### config.mk
export PLATFORM = sky130hd
export DESIGN_NAME = nonlinear_slew_smoother
export DESIGN_NICKNAME = d
export VERILOG_FILES = /design/src/rtl/nss_pkg.sv /design/src/rtl/nonlinear_slew_smoother.sv /design/src/rtl/nss_mul.sv /design/src/rtl/nss_div.sv /design/src/rtl/nss_dp.sv /design/src/rtl/nss_ctrl.sv
export SDC_FILE = /design/constraint.sdc
export NUM_CORES = 2
export LEC_CHECK = 0
export ABC_AREA = 1
export BUFFER_PORTS_ARGS = -buffer_cell sky130_fd_sc_hd__clkbuf_2
export CORE_MARGIN = 2
export CORE_UTILIZATION = 58
export DETAILED_ROUTE_END_ITERATION = 7
export GPL_TIMING_DRIVEN = 0
export HOLD_SLACK_MARGIN = 0.1
export PLACE_DENSITY_LB_ADDON = 0.25
export REMOVE_ABC_BUFFERS = 1
export SYNTH_ARGS = -nofsm -noshare
export SYNTH_HDL_FRONTEND = slang
export SYNTH_HIERARCHICAL = 1
export SYNTH_SLANG_ARGS = --single-unit
### constraint.sdc
create_clock -name clk -period 10.74 [get_ports clk]
set_input_delay 1.611 -clock clk [delete_from_list [all_inputs] [get_ports clk]]
set_output_delay 1.611 -clock clk [all_outputs]
set_load 0.02 [all_outputs]
### src/rtl/nss_pkg.sv
// Shared types and constants for the nonlinear slew smoother.
`default_nettype none
package nss_pkg;

  localparam int DEF_VALUE_WIDTH = 32;
  localparam int DEF_FRAC_BITS   = 16;
  localparam int TS_W            = 24;   // time_step and rate_multiplier width
  localparam int SAT_W           = 64;   // saturation range of the products
  localparam int MACC_W          = 80;   // raw product width, above SAT_W
  localparam int CFG_IDX_W       = 3;
  localparam int OP_W            = 2;

  localparam logic [SAT_W-1:0] SATV = '1;

  localparam logic [OP_W-1:0] OP_BASE     = 2'd0;
  localparam logic [OP_W-1:0] OP_OVERRIDE = 2'd1;
  localparam logic [OP_W-1:0] OP_SCALED   = 2'd2;

  localparam logic [CFG_IDX_W-1:0] CFG_BASE_RATE  = 3'd0;
  localparam logic [CFG_IDX_W-1:0] CFG_LINEARITY  = 3'd1;
  localparam logic [CFG_IDX_W-1:0] CFG_LOW_LIMIT  = 3'd2;
  localparam logic [CFG_IDX_W-1:0] CFG_HIGH_LIMIT = 3'd3;
  localparam logic [CFG_IDX_W-1:0] CFG_START      = 3'd4;

  typedef enum logic [3:0] {
    ST_IDLE,
    ST_RATE,
    ST_LSQ,
    ST_NUM,
    ST_DIV,
    ST_W1,
    ST_W2,
    ST_P,
    ST_M,
    ST_OUT
  } step_t;

  typedef struct packed {
    step_t step;
    logic  in_ready;
    logic  mul_start;
    logic  div_start;
    logic  finish;
  } ctrl_cmd_t;

  typedef struct packed {
    logic mul_done;
    logic div_done;
    logic scaled;
    logic out_free;
  } ctrl_sts_t;

endpackage
`default_nettype wire

### src/rtl/nonlinear_slew_smoother.sv
// Top level of the nonlinear slew smoother: controller plus datapath.
//
// Moves a tracked level toward target_value by at most
// time_step * rate_eff * (d*(1-L^2) + L^2*span) per beat, never past it.
// Channels: input beats (operation, target_value, time_step, rate_override,
// rate_multiplier) on in_valid/in_ready; one result beat (smoothed_value)
// per input beat on out_valid/out_ready; configuration writes on
// cfg_valid/cfg_ready with cfg_index/cfg_data, always ready, to be issued
// only while the block is idle. Writing start_value reloads the level.
// One item is worked at a time, with seven products (six when the beat is
// not scaled) on a shared shift-add multiplier that retires one
// multiplier bit per cycle and stops early on the top set bit, plus an
// 80-step restoring divider for the rate gain. in_ready rises once the
// previous result sits in the output register, so the next beat can be
// taken while that result still waits. A stalled receiver holds the
// finished item in its last step; nothing is dropped. Reset (rst,
// synchronous) restores register defaults and clears the level to zero.
`default_nettype none
module nonlinear_slew_smoother import nss_pkg::*; #(
  parameter int VALUE_WIDTH = DEF_VALUE_WIDTH,
  parameter int FRAC_BITS   = DEF_FRAC_BITS
) (
  input  wire logic                          clk,
  input  wire logic                          rst,
  input  wire logic                          cfg_valid,
  output logic                               cfg_ready,
  input  wire logic [CFG_IDX_W-1:0]          cfg_index,
  input  wire logic [VALUE_WIDTH-1:0]        cfg_data,
  input  wire logic                          in_valid,
  output logic                               in_ready,
  input  wire logic [OP_W-1:0]               operation,
  input  wire logic signed [VALUE_WIDTH-1:0] target_value,
  input  wire logic [TS_W-1:0]               time_step,
  input  wire logic [VALUE_WIDTH-1:0]        rate_override,
  input  wire logic [TS_W-1:0]               rate_multiplier,
  output logic                               out_valid,
  input  wire logic                          out_ready,
  output logic signed [VALUE_WIDTH-1:0]      smoothed_value
);

  ctrl_cmd_t cmd;
  ctrl_sts_t sts;

  assign cfg_ready = 1'b1;
  assign in_ready  = cmd.in_ready;

  nss_ctrl u_ctrl (
    .clk      (clk),
    .rst      (rst),
    .in_valid (in_valid),
    .sts      (sts),
    .cmd      (cmd)
  );

  nss_dp #(
    .VALUE_WIDTH (VALUE_WIDTH),
    .FRAC_BITS   (FRAC_BITS)
  ) u_dp (
    .clk             (clk),
    .rst             (rst),
    .cfg_valid       (cfg_valid),
    .cfg_index       (cfg_index),
    .cfg_data        (cfg_data),
    .in_valid        (in_valid),
    .operation       (operation),
    .target_value    (target_value),
    .time_step       (time_step),
    .rate_override   (rate_override),
    .rate_multiplier (rate_multiplier),
    .out_ready       (out_ready),
    .out_valid       (out_valid),
    .smoothed_value  (smoothed_value),
    .cmd             (cmd),
    .sts             (sts)
  );

endmodule
`default_nettype wire

### src/rtl/nss_mul.sv
// Shift-add multiplier, one multiplier bit per cycle, saturating at 64 bits.
`default_nettype none
module nss_mul import nss_pkg::*; #(
  parameter int FRAC_BITS = DEF_FRAC_BITS
) (
  input  wire logic              clk,
  input  wire logic              rst,
  input  wire logic              start,
  input  wire logic [SAT_W-1:0]  a,
  input  wire logic [SAT_W-1:0]  b,
  output logic                   done,
  output logic [SAT_W-1:0]       res,
  output logic [MACC_W-1:0]      raw
);

  logic              busy;
  logic [MACC_W-1:0] acc;
  logic [MACC_W-1:0] ash;
  logic              aovf;
  logic [SAT_W-1:0]  bsh;
  logic              ovf;
  logic              zero;
  logic              sticky;
  logic [MACC_W:0]   sum;

  assign sum = {1'b0, acc} + {1'b0, ash};

  always_ff @(posedge clk) begin
    if (rst) begin
      busy <= 1'b0;
      done <= 1'b0;
    end else begin
      done <= 1'b0;
      if (start) begin
        busy   <= 1'b1;
        acc    <= '0;
        ash    <= MACC_W'(a);
        aovf   <= 1'b0;
        bsh    <= b;
        ovf    <= 1'b0;
        zero   <= (a == '0) || (b == '0);
        sticky <= (a == SATV) || (b == SATV);
      end else if (busy) begin
        if (bsh == '0) begin
          busy <= 1'b0;
          done <= 1'b1;
        end else begin
          if (bsh[0]) begin
            acc <= sum[MACC_W-1:0];
            ovf <= ovf | sum[MACC_W] | aovf;
          end
          aovf <= aovf | ash[MACC_W-1];
          ash  <= ash << 1;
          bsh  <= bsh >> 1;
        end
      end
    end
  end

  assign raw = acc;

  always_comb begin
    if (zero) begin
      res = '0;
    end else if (sticky || ovf || (acc[MACC_W-1:SAT_W] != '0)) begin
      res = SATV;
    end else begin
      res = acc[SAT_W-1:0] >> FRAC_BITS;
    end
  end

endmodule
`default_nettype wire

### src/rtl/nss_div.sv
// Restoring divider, one quotient bit per cycle.
`default_nettype none
module nss_div import nss_pkg::*; #(
  parameter int DEN_W = DEF_FRAC_BITS + 4
) (
  input  wire logic              clk,
  input  wire logic              rst,
  input  wire logic              start,
  input  wire logic [MACC_W-1:0] dividend,
  input  wire logic [DEN_W-1:0]  divisor,
  output logic                   done,
  output logic [MACC_W-1:0]      quo
);

  localparam int CNT_W = $clog2(MACC_W + 1);

  logic             busy;
  logic [CNT_W-1:0] cnt;
  logic [DEN_W-1:0] rem;
  logic [DEN_W-1:0] den;
  logic [DEN_W:0]   trial;
  logic             fits;

  assign trial = {rem, quo[MACC_W-1]};
  assign fits  = trial >= {1'b0, den};

  always_ff @(posedge clk) begin
    if (rst) begin
      busy <= 1'b0;
      done <= 1'b0;
    end else begin
      done <= 1'b0;
      if (start) begin
        busy <= 1'b1;
        cnt  <= CNT_W'(MACC_W);
        rem  <= '0;
        den  <= divisor;
        quo  <= dividend;
      end else if (busy) begin
        if (cnt == '0) begin
          busy <= 1'b0;
          done <= 1'b1;
        end else begin
          rem <= fits ? DEN_W'(trial - {1'b0, den}) : trial[DEN_W-1:0];
          quo <= {quo[MACC_W-2:0], fits};
          cnt <= cnt - 1'b1;
        end
      end
    end
  end

endmodule
`default_nettype wire

### src/rtl/nss_dp.sv
// Datapath: registers, operand selection, shared multiplier and divider.
`default_nettype none
module nss_dp import nss_pkg::*; #(
  parameter int VALUE_WIDTH = DEF_VALUE_WIDTH,
  parameter int FRAC_BITS   = DEF_FRAC_BITS
) (
  input  wire logic                          clk,
  input  wire logic                          rst,
  input  wire logic                          cfg_valid,
  input  wire logic [CFG_IDX_W-1:0]          cfg_index,
  input  wire logic [VALUE_WIDTH-1:0]        cfg_data,
  input  wire logic                          in_valid,
  input  wire logic [OP_W-1:0]               operation,
  input  wire logic signed [VALUE_WIDTH-1:0] target_value,
  input  wire logic [TS_W-1:0]               time_step,
  input  wire logic [VALUE_WIDTH-1:0]        rate_override,
  input  wire logic [TS_W-1:0]               rate_multiplier,
  input  wire logic                          out_ready,
  output logic                               out_valid,
  output logic signed [VALUE_WIDTH-1:0]      smoothed_value,
  input  wire ctrl_cmd_t                     cmd,
  output ctrl_sts_t                          sts
);

  localparam int VW    = VALUE_WIDTH;
  localparam int LW    = FRAC_BITS + 1;
  localparam int DEN_W = FRAC_BITS + 4;
  localparam logic [LW-1:0]    ONE_L = LW'(1) << FRAC_BITS;
  localparam logic [SAT_W-1:0] VMAX  = SAT_W'({VW{1'b1}});

  logic [VW-1:0]     base_rate;
  logic [LW-1:0]     lin;
  logic [VW-1:0]     low_lim;
  logic [VW-1:0]     high_lim;
  logic [VW-1:0]     level;

  logic [OP_W-1:0]   op;
  logic [VW-1:0]     target;
  logic [TS_W-1:0]   dt;
  logic [TS_W-1:0]   mult;
  logic [VW-1:0]     rate;
  logic [LW-1:0]     lsq;
  logic [SAT_W-1:0]  rate_eff;
  logic [SAT_W-1:0]  w;
  logic [SAT_W-1:0]  p;
  logic [SAT_W-1:0]  m;
  logic [VW:0]       dist_mag;
  logic [VW:0]       span;

  logic [LW-1:0]     linc;
  logic [DEN_W-1:0]  lsq3;
  logic [DEN_W-1:0]  num;
  logic [DEN_W-1:0]  den;
  logic [VW:0]       tdiff;
  logic [VW:0]       sdiff;
  logic [SAT_W-1:0]  ma;
  logic [SAT_W-1:0]  mb;
  logic              mul_done;
  logic [SAT_W-1:0]  mres;
  logic [MACC_W-1:0] mraw;
  logic              div_done;
  logic [MACC_W-1:0] quo;
  logic              accept;

  assign accept = in_valid && cmd.in_ready;

  assign linc = (lin > ONE_L) ? ONE_L : lin;
  assign lsq3 = (DEN_W'(lsq) << 1) + DEN_W'(lsq);
  assign num  = lsq3 + (DEN_W'(1) << (FRAC_BITS + 2));
  assign den  = (lsq3 + (DEN_W'(1) << FRAC_BITS)) << 1;

  assign tdiff = {target_value[VW-1], target_value} - {level[VW-1], level};
  assign sdiff = {high_lim[VW-1], high_lim} - {low_lim[VW-1], low_lim};

  always_comb begin
    unique case (cmd.step)
      ST_RATE: begin ma = SAT_W'(base_rate); mb = SAT_W'(mult);            end
      ST_LSQ:  begin ma = SAT_W'(linc);      mb = SAT_W'(linc);            end
      ST_NUM:  begin ma = SAT_W'(rate);      mb = SAT_W'(num);             end
      ST_W1:   begin ma = SAT_W'(dist_mag);  mb = SAT_W'(ONE_L - lsq);     end
      ST_W2:   begin ma = SAT_W'(lsq);       mb = SAT_W'(span);            end
      ST_P:    begin ma = w;                 mb = rate_eff;                end
      ST_M:    begin ma = p;                 mb = SAT_W'(dt);              end
      default: begin ma = '0;                mb = '0;                      end
    endcase
  end

  nss_mul #(.FRAC_BITS(FRAC_BITS)) u_mul (
    .clk   (clk),
    .rst   (rst),
    .start (cmd.mul_start),
    .a     (ma),
    .b     (mb),
    .done  (mul_done),
    .res   (mres),
    .raw   (mraw)
  );

  nss_div #(.DEN_W(DEN_W)) u_div (
    .clk      (clk),
    .rst      (rst),
    .start    (cmd.div_start),
    .dividend (mraw),
    .divisor  (den),
    .done     (div_done),
    .quo      (quo)
  );

  // item and intermediate registers
  always_ff @(posedge clk) begin
    if (accept) begin
      op       <= operation;
      target   <= target_value;
      dt       <= time_step;
      mult     <= rate_multiplier;
      rate     <= (operation == OP_OVERRIDE) ? rate_override : base_rate;
      dist_mag <= tdiff[VW] ? (VW+1)'(-tdiff) : tdiff;
      if (sdiff == '0) begin
        span <= (VW+1)'(ONE_L);
      end else begin
        span <= sdiff[VW] ? (VW+1)'(-sdiff) : sdiff;
      end
    end
    if (div_done) begin
      rate_eff <= quo[SAT_W-1:0];
    end
    if (mul_done) begin
      unique case (cmd.step)
        ST_RATE: rate <= (mres > VMAX) ? VW'(VMAX) : mres[VW-1:0];
        ST_LSQ:  lsq  <= mres[LW-1:0];
        ST_W1:   w    <= mres;
        ST_W2:   w    <= ((w == SATV) || (mres > SATV - w)) ? SATV : w + mres;
        ST_P:    p    <= mres;
        ST_M:    m    <= mres;
        default: ;
      endcase
    end
  end

  // configuration, tracked level and result register
  always_ff @(posedge clk) begin
    if (rst) begin
      base_rate <= VW'(ONE_L);
      lin       <= '0;
      low_lim   <= '0;
      high_lim  <= VW'(ONE_L);
      level     <= '0;
      out_valid <= 1'b0;
    end else begin
      if (cfg_valid) begin
        unique case (cfg_index)
          CFG_BASE_RATE:  base_rate <= cfg_data;
          CFG_LINEARITY:  lin       <= LW'(cfg_data);
          CFG_LOW_LIMIT:  low_lim   <= cfg_data;
          CFG_HIGH_LIMIT: high_lim  <= cfg_data;
          CFG_START:      level     <= cfg_data;
          default: ;
        endcase
      end
      if (cmd.finish) begin
        out_valid <= 1'b1;
        if (m >= SAT_W'(dist_mag)) begin
          level          <= target;
          smoothed_value <= target;
        end else if ($signed(target) > $signed(level)) begin
          level          <= level + m[VW-1:0];
          smoothed_value <= level + m[VW-1:0];
        end else begin
          level          <= level - m[VW-1:0];
          smoothed_value <= level - m[VW-1:0];
        end
      end else if (out_ready) begin
        out_valid <= 1'b0;
      end
    end
  end

  assign sts.mul_done = mul_done;
  assign sts.div_done = div_done;
  assign sts.scaled   = (op == OP_SCALED);
  assign sts.out_free = !out_valid || out_ready;

endmodule
`default_nettype wire

### src/rtl/nss_ctrl.sv
// Controller: sequences the steps of one item through the datapath.
`default_nettype none
module nss_ctrl import nss_pkg::*; (
  input  wire logic      clk,
  input  wire logic      rst,
  input  wire logic      in_valid,
  input  wire ctrl_sts_t sts,
  output ctrl_cmd_t      cmd
);

  step_t state;
  step_t state_next;
  logic  fresh;

  always_ff @(posedge clk) begin
    if (rst) begin
      state <= ST_IDLE;
      fresh <= 1'b0;
    end else begin
      state <= state_next;
      fresh <= (state_next != state);
    end
  end

  always_comb begin
    state_next = state;
    unique case (state)
      ST_IDLE: if (in_valid) state_next = ST_RATE;
      ST_RATE: if (!sts.scaled || sts.mul_done) state_next = ST_LSQ;
      ST_LSQ:  if (sts.mul_done) state_next = ST_NUM;
      ST_NUM:  if (sts.mul_done) state_next = ST_DIV;
      ST_DIV:  if (sts.div_done) state_next = ST_W1;
      ST_W1:   if (sts.mul_done) state_next = ST_W2;
      ST_W2:   if (sts.mul_done) state_next = ST_P;
      ST_P:    if (sts.mul_done) state_next = ST_M;
      ST_M:    if (sts.mul_done) state_next = ST_OUT;
      ST_OUT:  if (sts.out_free) state_next = ST_IDLE;
      default: state_next = ST_IDLE;
    endcase
  end

  always_comb begin
    cmd.step      = state;
    cmd.in_ready  = (state == ST_IDLE);
    cmd.div_start = fresh && (state == ST_DIV);
    cmd.finish    = (state == ST_OUT) && sts.out_free;
    unique case (state)
      ST_RATE:                               cmd.mul_start = fresh && sts.scaled;
      ST_LSQ, ST_NUM, ST_W1, ST_W2, ST_P, ST_M: cmd.mul_start = fresh;
      default:                               cmd.mul_start = 1'b0;
    endcase
  end

endmodule
`default_nettype wire

### After elaboration in Yosys (flattened, before gate mapping)

Cells that the tools add are included.

| cells by class | value |
|---|---|
| add/subtract/negate cells | 15 |
| magnitude comparators | 6 |
| equal/unequal tests | 21 |
| muxes and demuxes | 63 |
| bitwise logic cells | 7 |
| reduce and logical (&&, ||, !) cells | 47 |

Operator list:

| operator | count |
|---|---|
| case mux 64 bit (7 select lines) | 2 |
| two-way mux 80 bit | 8 |
| two-way mux 64 bit | 7 |
| two-way mux 32 bit | 12 |
| equality test 64 bit (second input constant) | 3 |
| zero test 64 bit | 3 |
| case mux 64 bit (2 select lines) | 1 |
| adder 80 x 80 -> 81 bit | 1 |
| negation 33 bit | 2 |
| subtractor 32 x 32 -> 33 bit | 2 |
| adder 64 bit | 1 |
| greater-or-equal comparator 64 x 33 -> 1 bit | 1 |
| greater-than comparator 64 x 32 -> 1 bit (second input constant) | 1 |
| greater-than comparator 64 bit | 1 |
| subtractor 64 bit (first input constant) | 1 |
| two-way mux 20 bit | 3 |
| two-way mux 4 bit | 10 |
| case mux 4 bit (10 select lines) | 1 |
| zero test 33 bit | 1 |
| adder 32 bit | 1 |
| greater-than comparator 32 bit | 1 |
| subtractor 32 bit | 1 |
| AND reduction 2 bit | 12 |
| greater-or-equal comparator 21 x 20 -> 1 bit | 1 |
| other kinds (37) | 82 |

| word-level totals | value |
|---|---|
| bits in registers | 994 |
| bits of input ports | 154 |
| output and inout bits | 35 |
| word-level logic and storage cells | 198 |

### Longest topological paths before layout

| logic depth | value |
|---|---|
| word-level depth | 8 |
| gate-level depth with buffers | 33 |
| depth with buffers taken out | 32 |

### Modules after synthesis

The synthesis kept the hierarchy.

By module, submodules not included:

| module | times used | cells an instance | area an instance (µm²) | seq. area each (µm²) |
|---|---|---|---|---|
| nss_dp | 1 | 5,510 | 42,186.7 | 17,166.5 |
| nss_mul | 1 | 2,646 | 18,216.2 | 6,886.6 |
| nss_div | 1 | 791 | 6,832.8 | 3,853.7 |
| nss_ctrl | 1 | 70 | 411.6 | 100.1 |
| nonlinear_slew_smoother | 1 | 2 | 11.3 | 0.0 |

### Worst setup path after synthesis

No wires, ideal clock.

| timing | value |
|---|---|
| path type | input to register |
| start point | in rst |
| end point | reg u_dp.u_mul.ovf (enable) |
| library setup time | 0.446 ns |
| arrival | 10.929 ns |
| required time | 10.294 ns |
| path slack | -0.635 ns |
| stages | 2 |
| path buffers | 0 |
| cells stage by stage | a21oi_1 o21a_1 |

| on the way | value |
|---|---|
| word-level cells in the longest chain between the ends | 2 |

Ends and longest elaborated chain:

| item | RTL line | RTL |
|---|---|---|
| from (decl) | nonlinear_slew_smoother.sv:24 | `input wire logic rst,` |
| inverter 1 bit (no source line) | - |  |
| AND reduction 4 bit (no source line) | - |  |
| to (signal assigned) | nss_mul.sv:50 | `ovf <= ovf \| sum[MACC_W] \| aovf;` |
| to (decl) | nss_mul.sv:21 | `logic ovf;` |

No other way between the ends.
A chain may end at the register's enable or synchronous reset.

### Final worst setup path

| timing | value |
|---|---|
| start point | reg u_dp.u_mul.acc[65], in the netlist u_dp/u_mul/raw[65] |
| end point | reg u_dp.w[43] (data pin) |

| on the way | value |
|---|---|
| word-level cells in the longest chain between the ends | 8 |
| elaborated cells on any way between the ends | 9 |
| those cells by class | 1 x add/sub; 1 x order compare; 4 x mux; 3 x reduce/logical |

Ends and longest elaborated chain:

| item | RTL line | RTL |
|---|---|---|
| from (decl) | nss_mul.sv:17 | `logic [MACC_W-1:0] acc;` |
| from (signal assigned) | nss_mul.sv:49 | `acc <= sum[MACC_W-1:0];` |
| nonzero test 16 bit * | nss_mul.sv:65 | `end else if (sticky \|\| ovf \|\| (acc[MACC_W-1:SAT_W] != '0)) begin` |
| logical OR 1 bit * | nss_mul.sv:65 |  |
| two-way mux 64 bit * | nss_mul.sv:65 |  |
| two-way mux 64 bit * | nss_mul.sv:63 | `if (zero) begin` |
| net u_dp.mres[8] | nss_dp.sv:59 | `logic [SAT_W-1:0] mres;` |
| greater-than comparator 64 bit | nss_dp.sv:132 | `ST_W2: w <= ((w == SATV) \|\| (mres > SATV - w)) ? SATV : w + mres;` |
| logical OR 1 bit | nss_dp.sv:132 |  |
| two-way mux 64 bit * | nss_dp.sv:132 |  |
| case mux 64 bit (2 select lines) * | nss_dp.sv:128 | `unique case (cmd.step)` |
| to (signal assigned) | nss_dp.sv:131 | `ST_W1: w <= mres;` |
| to (signal assigned) | nss_dp.sv:132 |  |
| to (decl) | nss_dp.sv:44 | `logic [SAT_W-1:0] w;` |

Mark *: on every way through the listed nets, which the timed path passes. The rest lies on a longest branch.

==> impl_metrics.toml <==
[outcome]
status = "complete, but fails checks"
violations = "design-rule violations"

[critical_path]
path_cells = "nor4_1 > nand3_2 > nor2_1 > nor2_1 > ha_1 > a21oi_1 > nor2_1 > nor2_1 > a21boi_0 > o21ai_0 > a21boi_0 > o21ai_0 > nand2_1 > nand3_1 > o21ai_0 > inv_1"
arrival_ns = 7.83
ff2ff_path_depth = 16
crit_end = "u_dp/w[43]"
required_ns = 11.22
crit_top_cell = "nor2_1"
startpoint = "u_dp/u_mul/raw[65]"
worst_path_max_delay_cell = "nor4_1"
rr_endpoint = "u_dp/w[43]"
cp-end-kind = "register"
crit_path_max_incr_delay_ns = 1.00
cp_top_family = "simple AND/OR/NAND/NOR gates"
critPathMaxFanout = 48
critPathLaunchType = "register"
crit_cells = 16
crit_buf_inv = 1
worst-setup-path-type = "register to register"
r2r_setup_slack_ns = 3.39
crit-reg2reg-launch = "u_dp/u_mul/raw[65]"

[synth]
synth_area_um2 = 67700
synthXorXnorAreaFrac = 0.0209
muxShareOfSynthArea = 0
yosysTopAreaCell = "edfxtp_1"
yosysTopAreaCellShare = 0.359
synth_fa_ha_area_frac = 0.0696
synth.avg_cell_area_um2 = 7.50
synth.distinct_cells = 72
postSynth.asyncResetShare = 0
synth_cells = 9019
synth_top_family_by_area = "simple AND/OR/NAND/NOR gates"
yosys.area_share.simple = 0.280
synth_area_leaders = "edfxtp_1, nand2_1, inv_1"
synth_edf_count = 808
synth-compound-area-share = 0.123
synthFlopType = "edfxtp_1"
seq_area_frac_synth = 0.414
ys_seq_elements = 995
yosys_warnings = 6

[timing]
fin_crit_sh = 0.684
clock_skew_ns = 0.0646
hold_violations = 0
maxSlewHeadroom = 0.0539
rsz0062_at_grt = "no"
timing.fmax_ghz = 0.136
setup-violations-final = 0
layout_min_cycle_time_ns = 7.35
slew_viol_final = 0
worst-slew-pin-transition_ns = 1.42
timing.hold.ws_ns = 0.428

[routing]
vias = 63900
ant_nets = 0
firstDrtPassIters = 8
viasPerCell = 5.95
wirelength_mm = 244
drt_iter0_markers = 8901
drcViolationCount = 1
routed_wire_length_per_instance_um = 22.7

[placed_design]
routabilityCongestion = 1.04
port_buffers = 187
dp.cells = 10500
dp_hpwl_mm = 193

[worst_hold_path]
min_path_type = "register to register"

[power]
p_leak_nw = 33.3
vdd_ir_drop_max_mv = 0.143
power.density_nw_per_um2 = 136

[grt]
grt_max_degree = 118
grt_usage = 0.396
grt_pass1_wl_mm = 358
overflow = 0
first_global_vias = 58300
antenna_found_initial = 9

[cts]
htreeDepth = 3
cts_setup_buffers = 0
postCtsHoldBufs = 0
clkTransAtPathRegs_ns = 0.07
cts_buffers = 107
cts_resized = 0
clock_path_buffers = 3
cts_tree = "yes"
clock-sinks = 995
clkLatencyLatePin_ns = 0.75
cts_root_buffer = "clkbuf_16"

[finish]
drive_above_1_share = 0.0820
final_cell_count_no_fill = 10700
nets = 9643
nFillCells = 10100
multi_input_area_um2 = 33600
postLayoutCoreUtil = 0.640
seq_area_um2 = 28000
area_growth_pct = 9.58

[floorplan]
die_width_um = 346
ios = 189
core_um2 = 116000
initial_utilization = 0.584
num_rows = 125
die_h_um = 346
dieArea_um2 = 119000

[run]
maxCapViolCount = 0
==> sequential cells by signal (all words and copies together), names as in the netlist, 20 cells and up <==
signal	cells
u_dp/mult	24
u_dp/u_mul/ash	80
u_dp/u_div/quo	80
u_dp/u_div/rem	20
u_dp/dist_mag	33
u_dp/target	32
u_dp/dt	24
u_dp/p	64
u_dp/u_div/den	20
u_dp/rate_eff	64
u_dp/high_lim	32
u_dp/w	64
u_dp/base_rate	32
u_dp/span	33
u_dp/rate	32
u_dp/u_mul/raw	80
u_dp/low_lim	32
u_dp/m	64
u_dp/smoothed_value	32
u_dp/level	32
u_dp/u_mul/bsh	64
==> worst min path at each step <==
| stage | from | endpoint | slack, ns | cells after the start |
|---|---|---|---|---|
| after CTS | u_dp/u_div/busy | u_dp/u_div/done | 0.43 | 2 |
| after floorplan | u_dp/u_div/busy | u_dp/u_div/done | 0.41 | 2 |
| final | u_dp/u_div/busy | u_dp/u_div/done | 0.43 | 2 |
| after detailed placement | u_dp/u_div/busy | u_dp/u_div/done | 0.42 | 2 |
| after global placement | u_dp/u_div/busy | u_dp/u_div/done | 0.42 | 2 |
| after global routing | u_dp/u_div/busy | u_dp/u_div/done | 0.44 | 2 |
==> where the power goes <==
| part | internal [W] | leakage, nW | total [W] | switching, W |
|---|---|---|---|---|
| registers | 0.00436 | 8.89 | 0.00448 | 0.000122 |
| logic | 0.000527 | 22.7 | 0.00180 | 0.00127 |
| clock network | 0.00210 | 1.73 | 0.00378 | 0.00169 |
| total | 0.00698 | 33.3 | 0.0101 | 0.00308 |
==> synth_stat cells (17+ instances only) <==
library cell and n:
a221oi_1 45, nand3_1 353, o21a_1 19, edfxtp_1 808
xor2_1 102, dfxtp_1 187, inv_2 57, inv_1 1303
a31oi_1 30, nor2_4 31, a211oi_1 44, nor2_2 82
nor3_1 103, buf_2 21, nand2_1 2401, o22ai_1 64
a21boi_0 24, buf_4 23, nand4_1 180, xnor2_1 52
nor2_1 1012, o21ai_1 41, a21o_1 30, nand2_2 86
a22o_1 17, o21ai_0 511, nor4_1 92, o21bai_1 35
a21oi_1 503, o211ai_1 20, buf_1 25, ha_1 365
a32o_1 26, clkbuf_1 168, nand3_2 28
==> area by class of cell <==
type	count	share of cell area
antenna	9	0.000304
clock buffer	125	0.0380
clock inverter	74	0.0102
inverter	1375	0.0700
multi-input combinational	6408	0.453
sequential	995	0.378
tap	1524	0.0257
timing repair buffer	230	0.0249
==> layout by cell type, fill, tap and decap left out, types with 89 or more instances in the layout <==
cell / count
nand2_1: 2398
inv_1: 1299
nor2_1: 1000
edfxtp_1: 808
o21ai_0: 511
a21oi_1: 499
ha_1: 365
nand3_1: 352
clkbuf_2: 187
dfxtp_1: 186
nand4_1: 180
clkbuf_16: 109
nor3_1: 103
xor2_1: 102
nor4_1: 91
nand2_2: 89
==> metrics by stage <==
step | power (W) | setup TNS [ns] | cell area (µm²) | setup WS, ns
6_report | 0.0101 | 0 | 74100 | 3.39
5_1_grt | 0.0104 | 0 | 74100 | 3.39
4_1_cts | 0.0100 | 0 | 74100 | 3.93
3_5_place_dp | 0.00629 | 0 | 70500 | 3.96
3_3_place_gp | 0.00626 | -7282.05 | 69400 | -23.17
2_1_floorplan | 0.00569 | -2714.77 | 66600 | -11.44
==> per-layer routing <==
metal,vias up,GRT usage,part of all wire
li1,30100,-,-
met1,29800,0.554,0.41
met2,3550,0.593,0.42
met3,547,0.0963,0.12
met4,12,0.148,0.043
met5,-,0.0148,0.0013
==> tightest hold or removal path: cells and delay by family (launching register included) <==
family                 cells  cell delay [ns]
flip-flops                 1             0.31
buffers and inverters      1             0.05
AND/OR/NAND/NOR            1             0.04
==> cells by family (layout without fill, tap and decap cells) <==
group / Yosys count / count (layout)
xor gates and xnor gates: 158 / 158
and+or+nand+nor: 4425 / 4425
other: 2 / 11
DFF: 995 / 995
adders and majority gates: 372 / 372
AOI/OAI and AO/OA: 1451 / 1451
buffers and inverters: 1616 / 1804
Note: power is estimated with default switching activity, not from simulation.
